**src/hdl/register_pool_allocator_macros.svh**
```systemverilog
// Assertion macros shared by the register pool allocator modules.
`ifndef REGISTER_POOL_ALLOCATOR_MACROS_SVH
`define REGISTER_POOL_ALLOCATOR_MACROS_SVH

// Condition must hold at every clock edge out of reset.
`define RPA_ASSERT_ALWAYS(label, clk, rst_n, cond, msg) \
    label: assert property (@(posedge clk) disable iff (!rst_n) (cond)) \
        else $error(msg);

// Consequent must hold in the cycle after the antecedent.
`define RPA_ASSERT_NEXT(label, clk, rst_n, ante, cons, msg) \
    label: assert property (@(posedge clk) disable iff (!rst_n) (ante) |=> (cons)) \
        else $error(msg);

`endif

```
**src/hdl/rpa_pkg.sv**
```systemverilog
// Shared types and constants for the register pool allocator.
`default_nettype none

package rpa_pkg;

    localparam int NumRegs      = 32;
    localparam int RegLimit     = (NumRegs < 32) ? NumRegs : 32;
    localparam int RegBits      = 5;
    localparam int MaskBits     = 32;
    localparam int CountBits    = 6;
    localparam int TopBits      = $clog2(NumRegs + 1);
    localparam int StackAddrBits = $clog2(NumRegs);
    localparam int FillBits     = $clog2(RegLimit);
    localparam int CfgIdxBits   = 1;

    localparam logic [MaskBits-1:0] LowMask = (RegLimit >= 32) ? 32'hFFFF_FFFF :
        MaskBits'((64'd1 << RegLimit) - 64'd1);

    // request kinds
    localparam logic [2:0] KIND_ALLOC_TEMP = 3'd0;
    localparam logic [2:0] KIND_ALLOC_VAR  = 3'd1;
    localparam logic [2:0] KIND_RELEASE    = 3'd2;
    localparam logic [2:0] KIND_RESTART    = 3'd3;
    localparam logic [2:0] KIND_RAW_ADD    = 3'd4;

    // result status codes
    localparam logic [2:0] ST_OK       = 3'd0;
    localparam logic [2:0] ST_NONE     = 3'd1;
    localparam logic [2:0] ST_FREE     = 3'd2;
    localparam logic [2:0] ST_NOTMEM   = 3'd3;
    localparam logic [2:0] ST_OVERFLOW = 3'd4;

    // configuration register indexes
    localparam logic [CfgIdxBits-1:0] CFG_TEMP_MEMBER_MASK = 1'b0;
    localparam logic [CfgIdxBits-1:0] CFG_VAR_MEMBER_MASK  = 1'b1;

    typedef struct packed {
        logic [2:0]         kind;
        logic [RegBits-1:0] reg_num;
        logic               target_pool;
    } t_req;

    typedef struct packed {
        logic [2:0]           status;
        logic [RegBits-1:0]   granted_reg;
        logic                 stolen;
        logic [MaskBits-1:0]  temp_used_mask;
        logic [MaskBits-1:0]  var_used_mask;
        logic [MaskBits-1:0]  standin_mask;
        logic [CountBits-1:0] temp_used_count;
        logic [CountBits-1:0] var_used_count;
    } t_rsp;

    typedef enum logic [1:0] {
        S_IDLE,
        S_EXEC,
        S_FILL,
        S_REPORT
    } t_state;

    // controller -> datapath
    typedef struct packed {
        logic load_req;
        logic commit;
        logic fill_step;
        logic load_out;
    } t_cmd;

    // datapath -> controller
    typedef struct packed {
        logic is_restart;
        logic fill_last;
    } t_stat;

endpackage

`default_nettype wire

```
**src/hdl/rpa_ram.sv**
```systemverilog
// Generic single-write, single-read RAM with registered read data.
`default_nettype none

module rpa_ram #(
    parameter int WIDTH = 8,
    parameter int DEPTH = 32
) (
    input  wire logic                     i_clk,
    input  wire logic                     i_we,
    input  wire logic [$clog2(DEPTH)-1:0] i_waddr,
    input  wire logic [WIDTH-1:0]         i_wdata,
    input  wire logic [$clog2(DEPTH)-1:0] i_raddr,
    output logic      [WIDTH-1:0]         o_rdata
);

    logic [WIDTH-1:0] r_mem [DEPTH];
    logic [WIDTH-1:0] r_rdata;

    always_ff @(posedge i_clk) begin
        if (i_we) begin
            r_mem[i_waddr] <= i_wdata;
        end
        r_rdata <= r_mem[i_raddr];
    end

    assign o_rdata = r_rdata;

endmodule

`default_nettype wire

```
**src/hdl/rpa_ctrl.sv**
```systemverilog
// Sequencing controller for the register pool allocator.
`default_nettype none
`include "register_pool_allocator_macros.svh"

module rpa_ctrl (
    input  wire logic          i_clk,
    input  wire logic          i_rst_n,
    input  wire logic          i_req_valid,
    output logic               o_req_ready,
    output logic               o_rsp_valid,
    input  wire logic          i_rsp_ready,
    input  wire rpa_pkg::t_stat i_stat,
    output rpa_pkg::t_cmd      o_cmd
);

    rpa_pkg::t_state r_state, n_state;
    logic            r_out_valid, n_out_valid;
    logic            out_free;

    assign out_free = !r_out_valid || i_rsp_ready;

    always_comb begin
        n_state = r_state;
        case (r_state)
            rpa_pkg::S_IDLE: begin
                if (i_req_valid) n_state = rpa_pkg::S_EXEC;
            end
            rpa_pkg::S_EXEC: begin
                if (i_stat.is_restart) n_state = rpa_pkg::S_FILL;
                else if (out_free)     n_state = rpa_pkg::S_IDLE;
            end
            rpa_pkg::S_FILL: begin
                if (i_stat.fill_last) n_state = rpa_pkg::S_REPORT;
            end
            rpa_pkg::S_REPORT: begin
                if (out_free) n_state = rpa_pkg::S_IDLE;
            end
            default: n_state = rpa_pkg::S_IDLE;
        endcase
    end

    always_comb begin
        o_req_ready     = 1'b0;
        o_cmd           = '0;
        case (r_state)
            rpa_pkg::S_IDLE: begin
                o_req_ready    = 1'b1;
                o_cmd.load_req = i_req_valid;
            end
            rpa_pkg::S_EXEC: begin
                o_cmd.commit   = i_stat.is_restart || out_free;
                o_cmd.load_out = !i_stat.is_restart && out_free;
            end
            rpa_pkg::S_FILL: begin
                o_cmd.fill_step = 1'b1;
            end
            rpa_pkg::S_REPORT: begin
                o_cmd.load_out = out_free;
            end
            default: begin
                o_req_ready = 1'b0;
            end
        endcase
    end

    always_comb begin
        n_out_valid = r_out_valid;
        if (o_cmd.load_out)  n_out_valid = 1'b1;
        else if (i_rsp_ready) n_out_valid = 1'b0;
    end

    always_ff @(posedge i_clk) begin
        if (!i_rst_n) begin
            r_state     <= rpa_pkg::S_IDLE;
            r_out_valid <= 1'b0;
        end else begin
            r_state     <= n_state;
            r_out_valid <= n_out_valid;
        end
    end

    assign o_rsp_valid = r_out_valid;

    `RPA_ASSERT_NEXT(a_load_shows_result, i_clk, i_rst_n, o_cmd.load_out, o_rsp_valid,
        "result load did not raise response valid")
    `RPA_ASSERT_NEXT(a_fill_runs_to_end, i_clk, i_rst_n,
        (r_state == rpa_pkg::S_FILL) && !i_stat.fill_last, r_state == rpa_pkg::S_FILL,
        "fill sweep left early")
    `RPA_ASSERT_NEXT(a_exec_waits_for_slot, i_clk, i_rst_n,
        (r_state == rpa_pkg::S_EXEC) && !i_stat.is_restart && !out_free,
        (r_state == rpa_pkg::S_EXEC) && o_rsp_valid,
        "execute step finished while the output slot was occupied")

endmodule

`default_nettype wire

```
**src/hdl/rpa_datapath.sv**
```systemverilog
// Pool state, stack memories and result register of the register pool allocator.
`default_nettype none
`include "register_pool_allocator_macros.svh"

module rpa_datapath (
    input  wire logic                               i_clk,
    input  wire logic                               i_rst_n,
    input  wire rpa_pkg::t_req                      i_req,
    output rpa_pkg::t_rsp                           o_rsp,
    input  wire logic                               i_cfg_we,
    input  wire logic [rpa_pkg::CfgIdxBits-1:0]     i_cfg_idx,
    input  wire logic [rpa_pkg::MaskBits-1:0]       i_cfg_wdata,
    input  wire rpa_pkg::t_cmd                      i_cmd,
    output rpa_pkg::t_stat                          o_stat
);

    localparam int MB = rpa_pkg::MaskBits;
    localparam int TB = rpa_pkg::TopBits;
    localparam int CB = rpa_pkg::CountBits;
    localparam int RB = rpa_pkg::RegBits;
    localparam int AB = rpa_pkg::StackAddrBits;
    localparam int FB = rpa_pkg::FillBits;

    // configuration
    logic [MB-1:0] r_cfg_temp_mask, r_cfg_var_mask;

    // pool state
    logic [TB-1:0] r_temp_top, r_var_top, r_temp_size, r_var_size;
    logic [MB-1:0] r_temp_members, r_var_members, r_temp_free, r_var_free;
    logic [MB-1:0] r_temp_used, r_var_used, r_standin;
    logic [CB-1:0] r_temp_cnt, r_var_cnt;
    logic [FB-1:0] r_fill_cnt;

    rpa_pkg::t_req r_req;
    rpa_pkg::t_rsp r_rsp;

    // next values, taken on commit
    logic [TB-1:0] n_temp_top, n_var_top;
    logic [MB-1:0] n_temp_members, n_var_members, n_temp_free, n_var_free;
    logic [MB-1:0] n_temp_used, n_var_used, n_standin;
    logic [CB-1:0] n_temp_cnt, n_var_cnt;

    logic [2:0]    d_status;
    logic [RB-1:0] d_granted;
    logic          d_stolen;
    logic          temp_push, var_push;

    logic [RB-1:0] temp_rdata, var_rdata;
    logic [TB-1:0] temp_dec, var_dec;

    logic          temp_we, var_we;
    logic [AB-1:0] temp_waddr, var_waddr;
    logic [RB-1:0] temp_wdata, var_wdata;

    // ---------------- request decode and state update ----------------
    always_comb begin
        logic [MB-1:0] bit_r, temp_bit, var_bit, mem_t, mem_v;
        logic          in_range, temp_hit, var_hit, is_rel;

        bit_r    = MB'(1) << r_req.reg_num;
        temp_bit = MB'(1) << temp_rdata;
        var_bit  = MB'(1) << var_rdata;
        in_range = ({1'b0, r_req.reg_num} < (RB + 1)'(rpa_pkg::RegLimit));
        temp_hit = (r_temp_top < r_temp_size);
        var_hit  = (r_var_top < r_var_size);
        temp_dec = r_temp_top - TB'(1);
        var_dec  = r_var_top - TB'(1);
        is_rel   = 1'b0;
        mem_t    = r_temp_members;
        mem_v    = r_var_members;

        d_status       = rpa_pkg::ST_OK;
        d_granted      = '0;
        d_stolen       = 1'b0;
        temp_push      = 1'b0;
        var_push       = 1'b0;
        n_temp_top     = r_temp_top;
        n_var_top      = r_var_top;
        n_temp_members = r_temp_members;
        n_var_members  = r_var_members;
        n_temp_free    = r_temp_free;
        n_var_free     = r_var_free;
        n_temp_used    = r_temp_used;
        n_var_used     = r_var_used;
        n_standin      = r_standin;
        n_temp_cnt     = r_temp_cnt;
        n_var_cnt      = r_var_cnt;

        case (r_req.kind)
            rpa_pkg::KIND_ALLOC_TEMP: begin
                if (temp_hit) begin
                    d_granted   = temp_rdata;
                    n_temp_top  = r_temp_top + TB'(1);
                    n_temp_used = r_temp_used | temp_bit;
                    n_temp_free = r_temp_free & ~temp_bit;
                    n_temp_cnt  = r_temp_cnt + CB'(!(|(r_temp_used & temp_bit)));
                end else if (var_hit) begin
                    d_granted  = var_rdata;
                    d_stolen   = 1'b1;
                    n_var_top  = r_var_top + TB'(1);
                    n_var_used = r_var_used | var_bit;
                    n_var_free = r_var_free & ~var_bit;
                    n_var_cnt  = r_var_cnt + CB'(!(|(r_var_used & var_bit)));
                    n_standin  = r_standin | var_bit;
                end else begin
                    d_status = rpa_pkg::ST_NONE;
                end
            end
            rpa_pkg::KIND_ALLOC_VAR: begin
                if (var_hit) begin
                    d_granted  = var_rdata;
                    n_var_top  = r_var_top + TB'(1);
                    n_var_used = r_var_used | var_bit;
                    n_var_free = r_var_free & ~var_bit;
                    n_var_cnt  = r_var_cnt + CB'(!(|(r_var_used & var_bit)));
                end else begin
                    d_status = rpa_pkg::ST_NONE;
                end
            end
            rpa_pkg::KIND_RELEASE: begin
                is_rel = 1'b1;
            end
            rpa_pkg::KIND_RAW_ADD: begin
                is_rel = 1'b1;
                if (in_range) begin
                    if (r_req.target_pool) mem_v = r_var_members | bit_r;
                    else                   mem_t = r_temp_members | bit_r;
                end
            end
            rpa_pkg::KIND_RESTART: begin
                n_temp_members = r_cfg_temp_mask & rpa_pkg::LowMask;
                n_var_members  = r_cfg_var_mask & rpa_pkg::LowMask;
                n_temp_free    = r_cfg_temp_mask & rpa_pkg::LowMask;
                n_var_free     = r_cfg_var_mask & rpa_pkg::LowMask;
                n_temp_used    = '0;
                n_var_used     = '0;
                n_standin      = '0;
                n_temp_cnt     = '0;
                n_var_cnt      = '0;
                n_temp_top     = '0;
                n_var_top      = '0;
            end
            default: begin
                d_status = rpa_pkg::ST_OK;
            end
        endcase

        // release: temporary pool wins when a register sits in both
        if (is_rel) begin
            if (!in_range) begin
                d_status = rpa_pkg::ST_NOTMEM;
            end else if (|(mem_t & bit_r)) begin
                if (|(r_temp_free & bit_r)) begin
                    d_status = rpa_pkg::ST_FREE;
                end else if (r_temp_top == '0) begin
                    d_status = rpa_pkg::ST_OVERFLOW;
                end else begin
                    temp_push   = 1'b1;
                    n_temp_top  = temp_dec;
                    n_temp_free = r_temp_free | bit_r;
                end
            end else if (|(mem_v & bit_r)) begin
                if (|(r_var_free & bit_r)) begin
                    d_status = rpa_pkg::ST_FREE;
                end else if (r_var_top == '0) begin
                    d_status = rpa_pkg::ST_OVERFLOW;
                end else begin
                    var_push   = 1'b1;
                    n_var_top  = var_dec;
                    n_var_free = r_var_free | bit_r;
                end
            end else begin
                d_status = rpa_pkg::ST_NOTMEM;
            end
            // failed raw add leaves membership untouched
            if (d_status == rpa_pkg::ST_OK) begin
                n_temp_members = mem_t;
                n_var_members  = mem_v;
            end
        end
    end

    // ---------------- stack memories ----------------
    always_comb begin
        if (i_cmd.fill_step) begin
            temp_we    = r_temp_members[r_fill_cnt];
            var_we     = r_var_members[r_fill_cnt];
            temp_waddr = r_temp_size[AB-1:0];
            var_waddr  = r_var_size[AB-1:0];
            temp_wdata = RB'(r_fill_cnt);
            var_wdata  = RB'(r_fill_cnt);
        end else begin
            temp_we    = i_cmd.commit && temp_push;
            var_we     = i_cmd.commit && var_push;
            temp_waddr = temp_dec[AB-1:0];
            var_waddr  = var_dec[AB-1:0];
            temp_wdata = r_req.reg_num;
            var_wdata  = r_req.reg_num;
        end
    end

    rpa_ram #(
        .WIDTH (RB),
        .DEPTH (rpa_pkg::NumRegs)
    ) u_temp_stack (
        .i_clk   (i_clk),
        .i_we    (temp_we),
        .i_waddr (temp_waddr),
        .i_wdata (temp_wdata),
        .i_raddr (r_temp_top[AB-1:0]),
        .o_rdata (temp_rdata)
    );

    rpa_ram #(
        .WIDTH (RB),
        .DEPTH (rpa_pkg::NumRegs)
    ) u_var_stack (
        .i_clk   (i_clk),
        .i_we    (var_we),
        .i_waddr (var_waddr),
        .i_wdata (var_wdata),
        .i_raddr (r_var_top[AB-1:0]),
        .o_rdata (var_rdata)
    );

    // ---------------- registers ----------------
    always_ff @(posedge i_clk) begin
        if (!i_rst_n) begin
            r_cfg_temp_mask <= '0;
            r_cfg_var_mask  <= '0;
            r_temp_top      <= '0;
            r_var_top       <= '0;
            r_temp_size     <= '0;
            r_var_size      <= '0;
            r_temp_members  <= '0;
            r_var_members   <= '0;
            r_temp_free     <= '0;
            r_var_free      <= '0;
            r_temp_used     <= '0;
            r_var_used      <= '0;
            r_standin       <= '0;
            r_temp_cnt      <= '0;
            r_var_cnt       <= '0;
            r_fill_cnt      <= '0;
        end else begin
            if (i_cfg_we) begin
                case (i_cfg_idx)
                    rpa_pkg::CFG_TEMP_MEMBER_MASK: r_cfg_temp_mask <= i_cfg_wdata;
                    rpa_pkg::CFG_VAR_MEMBER_MASK:  r_cfg_var_mask  <= i_cfg_wdata;
                    default: r_cfg_temp_mask <= r_cfg_temp_mask;
                endcase
            end
            if (i_cmd.commit) begin
                r_temp_top     <= n_temp_top;
                r_var_top      <= n_var_top;
                r_temp_members <= n_temp_members;
                r_var_members  <= n_var_members;
                r_temp_free    <= n_temp_free;
                r_var_free     <= n_var_free;
                r_temp_used    <= n_temp_used;
                r_var_used     <= n_var_used;
                r_standin      <= n_standin;
                r_temp_cnt     <= n_temp_cnt;
                r_var_cnt      <= n_var_cnt;
                if (o_stat.is_restart) begin
                    r_temp_size <= '0;
                    r_var_size  <= '0;
                    r_fill_cnt  <= '0;
                end
            end else if (i_cmd.fill_step) begin
                r_fill_cnt <= r_fill_cnt + FB'(1);
                if (r_temp_members[r_fill_cnt]) r_temp_size <= r_temp_size + TB'(1);
                if (r_var_members[r_fill_cnt])  r_var_size  <= r_var_size + TB'(1);
            end
        end
    end

    // payload registers
    always_ff @(posedge i_clk) begin
        if (i_cmd.load_req) begin
            r_req <= i_req;
        end
        if (i_cmd.load_out) begin
            r_rsp.status          <= d_status;
            r_rsp.granted_reg     <= d_granted;
            r_rsp.stolen          <= d_stolen;
            r_rsp.temp_used_mask  <= n_temp_used;
            r_rsp.var_used_mask   <= n_var_used;
            r_rsp.standin_mask    <= n_standin;
            r_rsp.temp_used_count <= n_temp_cnt;
            r_rsp.var_used_count  <= n_var_cnt;
        end
    end

    assign o_rsp             = r_rsp;
    assign o_stat.is_restart = (r_req.kind == rpa_pkg::KIND_RESTART);
    assign o_stat.fill_last  = (r_fill_cnt == FB'(rpa_pkg::RegLimit - 1));

    `RPA_ASSERT_ALWAYS(a_top_within_size, i_clk, i_rst_n,
        (r_temp_top <= r_temp_size) && (r_var_top <= r_var_size),
        "stack top ran past the filled entries")
    `RPA_ASSERT_ALWAYS(a_free_are_members, i_clk, i_rst_n,
        ((r_temp_free & ~r_temp_members) == '0) && ((r_var_free & ~r_var_members) == '0),
        "free register outside its pool")
    `RPA_ASSERT_ALWAYS(a_standin_from_var_pool, i_clk, i_rst_n,
        (r_standin & ~r_var_members) == '0,
        "stand-in register is not a variable pool member")

endmodule

`default_nettype wire

```
**src/hdl/register_pool_allocator.sv**
```systemverilog
// Top level of the register pool allocator: controller plus datapath.
//
// Hands out registers of one 32-entry register file from two LIFO free
// stacks, temporaries and variables. An allocation or release is captured
// in the accept cycle and executed in the next unless the output register
// still holds an unread result, using the top-of-stack entry that the
// stack RAM has already read out (registered read, one RAM per pool). A
// restart runs accept, execute, then a sweep that walks the member masks
// one register a cycle to refill both stacks in ascending order, then the
// report state. A new request is taken only when the previous one is finished,
// but a result waiting in the output register does not hold off the next
// request; it only stalls completion of that next request. Write the member
// mask registers (index 0 temporaries, 1 variables) only while no request
// is in flight; they take effect at the next restart. Stack entries are
// never cleared; the pop pointer never reaches an entry that was not
// written.
`default_nettype none

module register_pool_allocator (
    input  wire logic                           i_clk,
    input  wire logic                           i_rst_n,
    // request channel
    input  wire logic                           i_req_valid,
    output logic                                o_req_ready,
    input  wire rpa_pkg::t_req                  i_req,
    // response channel
    output logic                                o_rsp_valid,
    input  wire logic                           i_rsp_ready,
    output rpa_pkg::t_rsp                       o_rsp,
    // configuration write port
    input  wire logic                           i_cfg_we,
    input  wire logic [rpa_pkg::CfgIdxBits-1:0] i_cfg_idx,
    input  wire logic [rpa_pkg::MaskBits-1:0]   i_cfg_wdata
);

    rpa_pkg::t_cmd  cmd;
    rpa_pkg::t_stat stat;

    // sequencing: idle -> execute -> (fill sweep -> report) -> idle
    rpa_ctrl u_ctrl (
        .i_clk       (i_clk),
        .i_rst_n     (i_rst_n),
        .i_req_valid (i_req_valid),
        .o_req_ready (o_req_ready),
        .o_rsp_valid (o_rsp_valid),
        .i_rsp_ready (i_rsp_ready),
        .i_stat      (stat),
        .o_cmd       (cmd)
    );

    // pool state, stack RAMs, config registers and result register
    rpa_datapath u_datapath (
        .i_clk       (i_clk),
        .i_rst_n     (i_rst_n),
        .i_req       (i_req),
        .o_rsp       (o_rsp),
        .i_cfg_we    (i_cfg_we),
        .i_cfg_idx   (i_cfg_idx),
        .i_cfg_wdata (i_cfg_wdata),
        .i_cmd       (cmd),
        .o_stat      (stat)
    );

endmodule

`default_nettype wire

```
**config.mk**
```make
export PLATFORM = sky130hd
export DESIGN_NAME = register_pool_allocator
export DESIGN_NICKNAME = d
export VERILOG_FILES = /design/src/hdl/rpa_pkg.sv /design/src/hdl/rpa_ram.sv /design/src/hdl/rpa_ctrl.sv /design/src/hdl/rpa_datapath.sv /design/src/hdl/register_pool_allocator.sv
export VERILOG_INCLUDE_DIRS = /design/src /design/src/hdl
export SDC_FILE = /design/constraint.sdc
export NUM_CORES = 2
export LEC_CHECK = 0
export CORE_MARGIN = 8
export CORE_UTILIZATION = 40
export CTS_BUF_LIST = sky130_fd_sc_hd__clkbuf_2
export CTS_CLUSTER_SIZE = 28
export DETAILED_ROUTE_END_ITERATION = 10
export DONT_BUFFER_PORTS = 1
export SETUP_SLACK_MARGIN = 0.5
export SYNTH_ARGS = -nofsm -noshare
export SYNTH_HDL_FRONTEND = slang
export SYNTH_SLANG_ARGS = --single-unit
```
**constraint.sdc**
```tcl
create_clock -name i_clk -period 8.1 [get_ports i_clk]
set_clock_uncertainty 0.2 [all_clocks]
set_input_delay 1.62 -clock i_clk [delete_from_list [all_inputs] [get_ports i_clk]]
set_output_delay 1.62 -clock i_clk [all_outputs]
set_load 0.05 [all_outputs]
```
* After elaboration in Yosys (flattened, before gate mapping)
Memories as Yosys holds them, arrays and structs flattened. A register that Yosys moved wholly into a read port is not among the register bits. Index checks and enable logic that the tools add are counted.
Operators by class: add/sub/neg operators 9, $lt $le $gt $ge 3, eq/ne operators 11, shift operators 3, muxes and demuxes 111, bitwise operators 19, reduce and logical (&&, ||, !) cells 32
Operator list (number):
- $mux 32 | 27
- $and 32x32->32 | 8
- $or 32x32->32 | 7
- $pmux 32 s2 | 3
- $pmux 32 s3 | 2
- $reduce_or 32->1 | 6
- $mux 6 | 22
- $shl 1x5->32 const A | 3
- $not 32->32 | 2
- $mux 5 | 8
- $pmux 6 s3 | 2
- $mux 3 | 9
- $mux 1 | 26
- $add 6x1->6 const B | 4
- $pmux 6 s2 | 2
- $add 6x1->6 | 2
- $logic_not 6->1 | 2
- $lt 6x6->1 | 2
- $sub 6x1->6 const B | 2
- $bmux 1 s5 | 2
- $pmux 5 s2 | 1
- $mux 2 | 4
- $pmux 2 s4 | 1
- $reduce_and 2->1 | 4
- other kinds (20) | 37
Storage, ports and cells: register bits after elaboration 458, memory bits (writable) 320, input port bits 47, output and inout port bits 119, word-level logic and storage cells 219, memories kept 2
Memory list:
- u_datapath.u_temp_stack.r_mem | depth 32, bits a word 5, read ports 1, clocked after memory_dff 1, wr ports 1, line rpa_ram.sv:16 | logic [WIDTH-1:0] r_mem [DEPTH];
- u_datapath.u_var_stack.r_mem | depth 32, bits a word 5, read ports 1, clocked after memory_dff 1, wr ports 1, line rpa_ram.sv:16

* Logic depth before layout (Yosys ltp)
depth in word-level cells 13, depth in mapped cells 14, depth with buffers taken out 13

* Hierarchy
A second synthesis with hierarchy kept.
Second synthesis, totals: cells, all modules 3199, area, all modules 36158.4 µm²
By module, submodules not included:
- rpa_datapath | instances 1, cells each 2623, area each 23298.6 µm²
- rpa_ram | instances 2, cells each 277, area each 6344.8 µm²
- rpa_ctrl | instances 1, cells each 22, area each 170.2 µm²

* Worst setup path before layout
Ideal clock, no wire load.
kind input to register, from input port i_rsp_ready, to register u_datapath.r_rsp (netlist bit u_datapath.o_rsp[0]), enable pin, library setup time 0.595 ns, arrival time 6.729 ns, required time 7.305 ns, slack 0.576 ns, cell stages on the path 3, path buffers 0, cells stage by stage nand2b_1 -> nand2_1 -> nor2_1
RTL lines:
- start, declared | line register_pool_allocator.sv:28 | input wire logic i_rsp_ready,
- end, declared | line rpa_datapath.sv:35 | rpa_pkg::t_rsp r_rsp;

* Final worst setup path
from register u_datapath.r_req[2] (netlist bit), to register u_datapath.r_var_members[0]
On the way: cells in the longest elaborated chain, start to end 12, elaborated cells between the ends (all ways) 23, those cells by class 1 x shift; 11 x mux; 6 x bitwise; 5 x reduce/logical
Ends and longest elaborated chain:
- start, declared | line rpa_datapath.sv:34 | rpa_pkg::t_req r_req;
- start signal, assigned | line rpa_datapath.sv:281 | r_req <= i_req;
- $shl 1x5->32 * | line rpa_datapath.sv:60 | bit_r = MB'(1) << r_req.reg_num;
- $or 32x32->32 | line rpa_datapath.sv:126 | if (r_req.target_pool) mem_v = r_var_members | bit_r;
- $mux 32 | line rpa_datapath.sv:126
- $mux 32 | line rpa_datapath.sv:89 | case (r_req.kind)
- $and 32x32->32 | line rpa_datapath.sv:162 | end else if (|(mem_v & bit_r)) begin
- $reduce_or 32->1 | line rpa_datapath.sv:162
- $mux 3 | line rpa_datapath.sv:162
- $mux 3 | line rpa_datapath.sv:152 | end else if (|(mem_t & bit_r)) begin
- $mux 3 | line rpa_datapath.sv:149 | if (is_rel) begin
- $logic_not 3->1 | line rpa_datapath.sv:176 | if (d_status == rpa_pkg::ST_OK) begin
- $mux 32 * | line rpa_datapath.sv:176
- $mux 32 * | line rpa_datapath.sv:149
- end signal, assigned | line rpa_datapath.sv:257 | r_var_members <= n_var_members;
- end, declared | line rpa_datapath.sv:29 | logic [MB-1:0] r_temp_members, r_var_members, r_temp_free, r_var_free;
Every way passes the cells marked *; elsewhere a longest branch is shown, timed or not. The select of a mux whose other input is x is not followed. A chain may end at the register's enable or synchronous reset.

==> run summary <==
Routed WL per cell: 25.8 um
slew margin rel.: 15.6%
largest net degree at the start of global routing: 120
layout cells sized above 1: 18.5%
CTS tree: yes
Design Area, Final: 39300 um^2
clock root buffer: clkbuf_2
total core area: 89600 um^2
RSZ-0062 raised after global routing: false
multiplexer share of the synthesized area: 8.69%
initial antenna violation count: 7
final worst slack: 2.24 ns
Compound-Gate Fraction of Synth Area: 17.2%
Setup TNS: 0 ns
crit path kind: flip-flop to flip-flop
minimum clock period: 5.86 ns
synthesized area: 36000 um^2
io pins: 166
clk_lat worst skew: 1.52 ns
Slew Limit Fails: 0
Reg area: 20200 um^2
peak supply drop: 112 uV
worst slew pin tran: 1.27 ns
total CTS buffers: 201
GRT Overall Usage: 23.5%
Tcrit/Tclk final: 72.4%
final setup fails: 0
synth cell count leaders: edfxtp_1 (446), nand2_1 (416), dfxtp_1 (342)
status: finished, final reports clean
top post-synthesis cells by area: edfxtp_1 (37%), dfxtp_1 (19%), mux4_2 (7.5%), nand2_1 (4.3%), nor2_1 (3.3%)
pre-CTS setup slack: 2.60 ns
Seq/Total Area, Yosys: 56.3%
synth unique cells: 81
Area Overhead vs Synth: 9.32%
Detailed Route Iter0 Violations: 3941
Hold Path Class: primary input to flip-flop
PostCTS Resize Cnt: 0
post-synth top area share: 37.2%
vias in the first global route: 26903
GP Congestion: 1.00
Worst setup SP type: flip-flop
DPL Wire Length: 79.0 mm
Net Count, Synth: 3352
PD cells: 207 nW/um^2
post-route ant nets: 0
Vias/cell: 6.07
Final Hold Fails: 0
Placed Area: 36900 um^2
synthesized instance count: 3283
first-pass GRT wire length: 179 mm
Die W: 316 um
vias after detailed routing: 28327
clock sink total: 788
Clock Path Buffers: 3
die span in y: 316 um
CTS clock-pin slew for the worst setup and hold paths: 0.12 ns
total power: 8.16 mW
fin nets: 3378
Port Buffers: 0
Die ar.: 99800 um^2
fmax: 171 MHz
Primary FF master, synth: edfxtp_1
Core Rows: 110
htree depth: 4
Data arrival, critical path: 6.99 ns
final wirelength: 121 mm
top-count cell post-synth: edfxtp_1
total grt overflow: 0
DRC: 0
leakage power: 13.2 nW
Simple-Gate Fraction of Synth Area: 12.7%
area taken by multi-input logic gates: 14400 um^2
Initial Util: 40.2%
Adder-Cell Fraction of Synth Area: 0.765%
worst-path maximum fanout: 64
Yosys top cell by area: edfxtp_1
DRT Pass-1 Iters: 8
XOR/XNOR Fraction of Synth Area: 0.268%
Synth Warn #: 0
# fillers: 8492
number of flops mapped to enable cells by yosys: 446
ys async rst share: 0%
Max-Cap Viols: 0
syn_area_per_cell: 11.0 um^2
CP Capture Type: flip-flop
critical path data required time: 9.23 ns
#FFs+latches synth: 788
largest family of logic cells by synthesized area: compound AO/OA/AOI/OAI gates
FF-to-FF setup slack: 2.24 ns
==> cells by family after synthesis <==
family                   after synthesis
adder cells (fa/ha/maj)               22
multiplexers                         160
flip-flops                           788
XOR/XNOR                              11
buffers and inverters                367
AO/OA/AOI/OAI                        911
AND/OR/NAND/NOR                     1024
==> flip-flops by register name (all words and copies together), names as in the netlist, 9 cells and up <==
signal / flops
u_datapath.u_temp_stack.r_mem: 160
u_datapath.u_var_stack.r_mem: 160
u_datapath.o_rsp: 117
u_datapath.r_cfg_temp_mask: 32
u_datapath.r_cfg_var_mask: 32
u_datapath.r_standin: 32
u_datapath.r_temp_free: 32
u_datapath.r_temp_members: 32
u_datapath.r_temp_used: 32
u_datapath.r_var_free: 32
u_datapath.r_var_members: 32
u_datapath.r_var_used: 32
u_datapath.r_req: 9
==> path summary, 6_finish.rpt <==
path,startpoint,endpoint,cells past startpoint
setup / recovery,u_datapath.r_req[2],u_datapath.r_var_members[0],10
hold reg to reg,u_datapath.r_cfg_temp_mask[9],u_datapath.r_cfg_temp_mask[9],2
setup reg to reg,u_datapath.r_req[2],u_datapath.r_var_members[0],10
hold / removal,i_rst_n,u_datapath.r_temp_top[5],2
==> critical path, cell delays in order (launching register included) <==
cell       delay, ns
edfxtp_1        0.89
buf_4           0.50
and3b_1         0.89
nand2_1         0.24
o221a_2         0.34
o2111ai_1       0.16
o21ba_2         0.74
and2_1          0.77
o31ai_4         0.06
buf_4           0.38
a221oi_1        0.41
==> routing by layer <==
layer | vias up | part of all wire [%] | GRT usage [%]
li1 | 12546 | - | -
met1 | 13873 | 40 | 30.7
met2 | 1608 | 46 | 36.1
met3 | 300 | 8.6 | 4.86
met4 | 0 | 5.9 | 13.7
met5 | - | 0 | 0
==> placed cells by master (no fill, tap or decap), drive strengths merged, types with 10 or more instances in the layout <==
master       synthesis  final
buf                 61     66
nand3               62     62
a221oi              73     73
inv                 82     87
o21ai              207    207
mux4               120    120
a22o                76     76
nand4               21     21
mux2i               22     22
a21oi              210    210
nor2               313    313
a31oi              115    115
or3                 12     12
and3b               10     10
o221a               42     42
nand2              416    416
and3                11     11
dlygate4sd3          0     41
clkbuf             223    313
nand2b              24     24
clkinv               1     61
nor3                68     68
a22oi               65     65
mux2                18     18
and2                12     12
nor2b               18     18
a21o                11     11
edfxtp             446    446
o211ai              30     30
dfxtp              342    342
ha                  22     22
==> area by class of cell <==
| type | instances | share of cell area (%) |
|---|---|---|
| well taps | 1176 | 3.74 |
| flip-flops and latches | 788 | 51.5 |
| inverters | 83 | 0.805 |
| diodes | 7 | 0.0445 |
| clock buffers | 313 | 3.98 |
| multi-input cells | 2128 | 36.6 |
| clock inverters | 66 | 0.951 |
| repair buffers | 107 | 2.42 |
==> metrics by stage <==
step                      hold WS [ns]  std cells  util [%]
final                            0.254       4668      43.9
after global routing             0.104       4666      43.9
after CTS                       0.0321       4661      43.9
after detailed placement         0.265       4239      41.2
after global placement           0.261       4239      41.2
after floorplan                  0.246       3283         -
==> report_power, final <==
| group | internal, mW | switching [mW] |
|---|---|---|
| Sequential | 4.37 | 0.277 |
| Combinational | 0.215 | 0.479 |
| Clock | 1.09 | 1.72 |
==> repair_timing <==
item,CTS,global route
hold buffers,43,0
buffers inserted,0,0
endpoints found under the hold margin,192,0
Note: power is estimated with default switching activity, not from simulation.
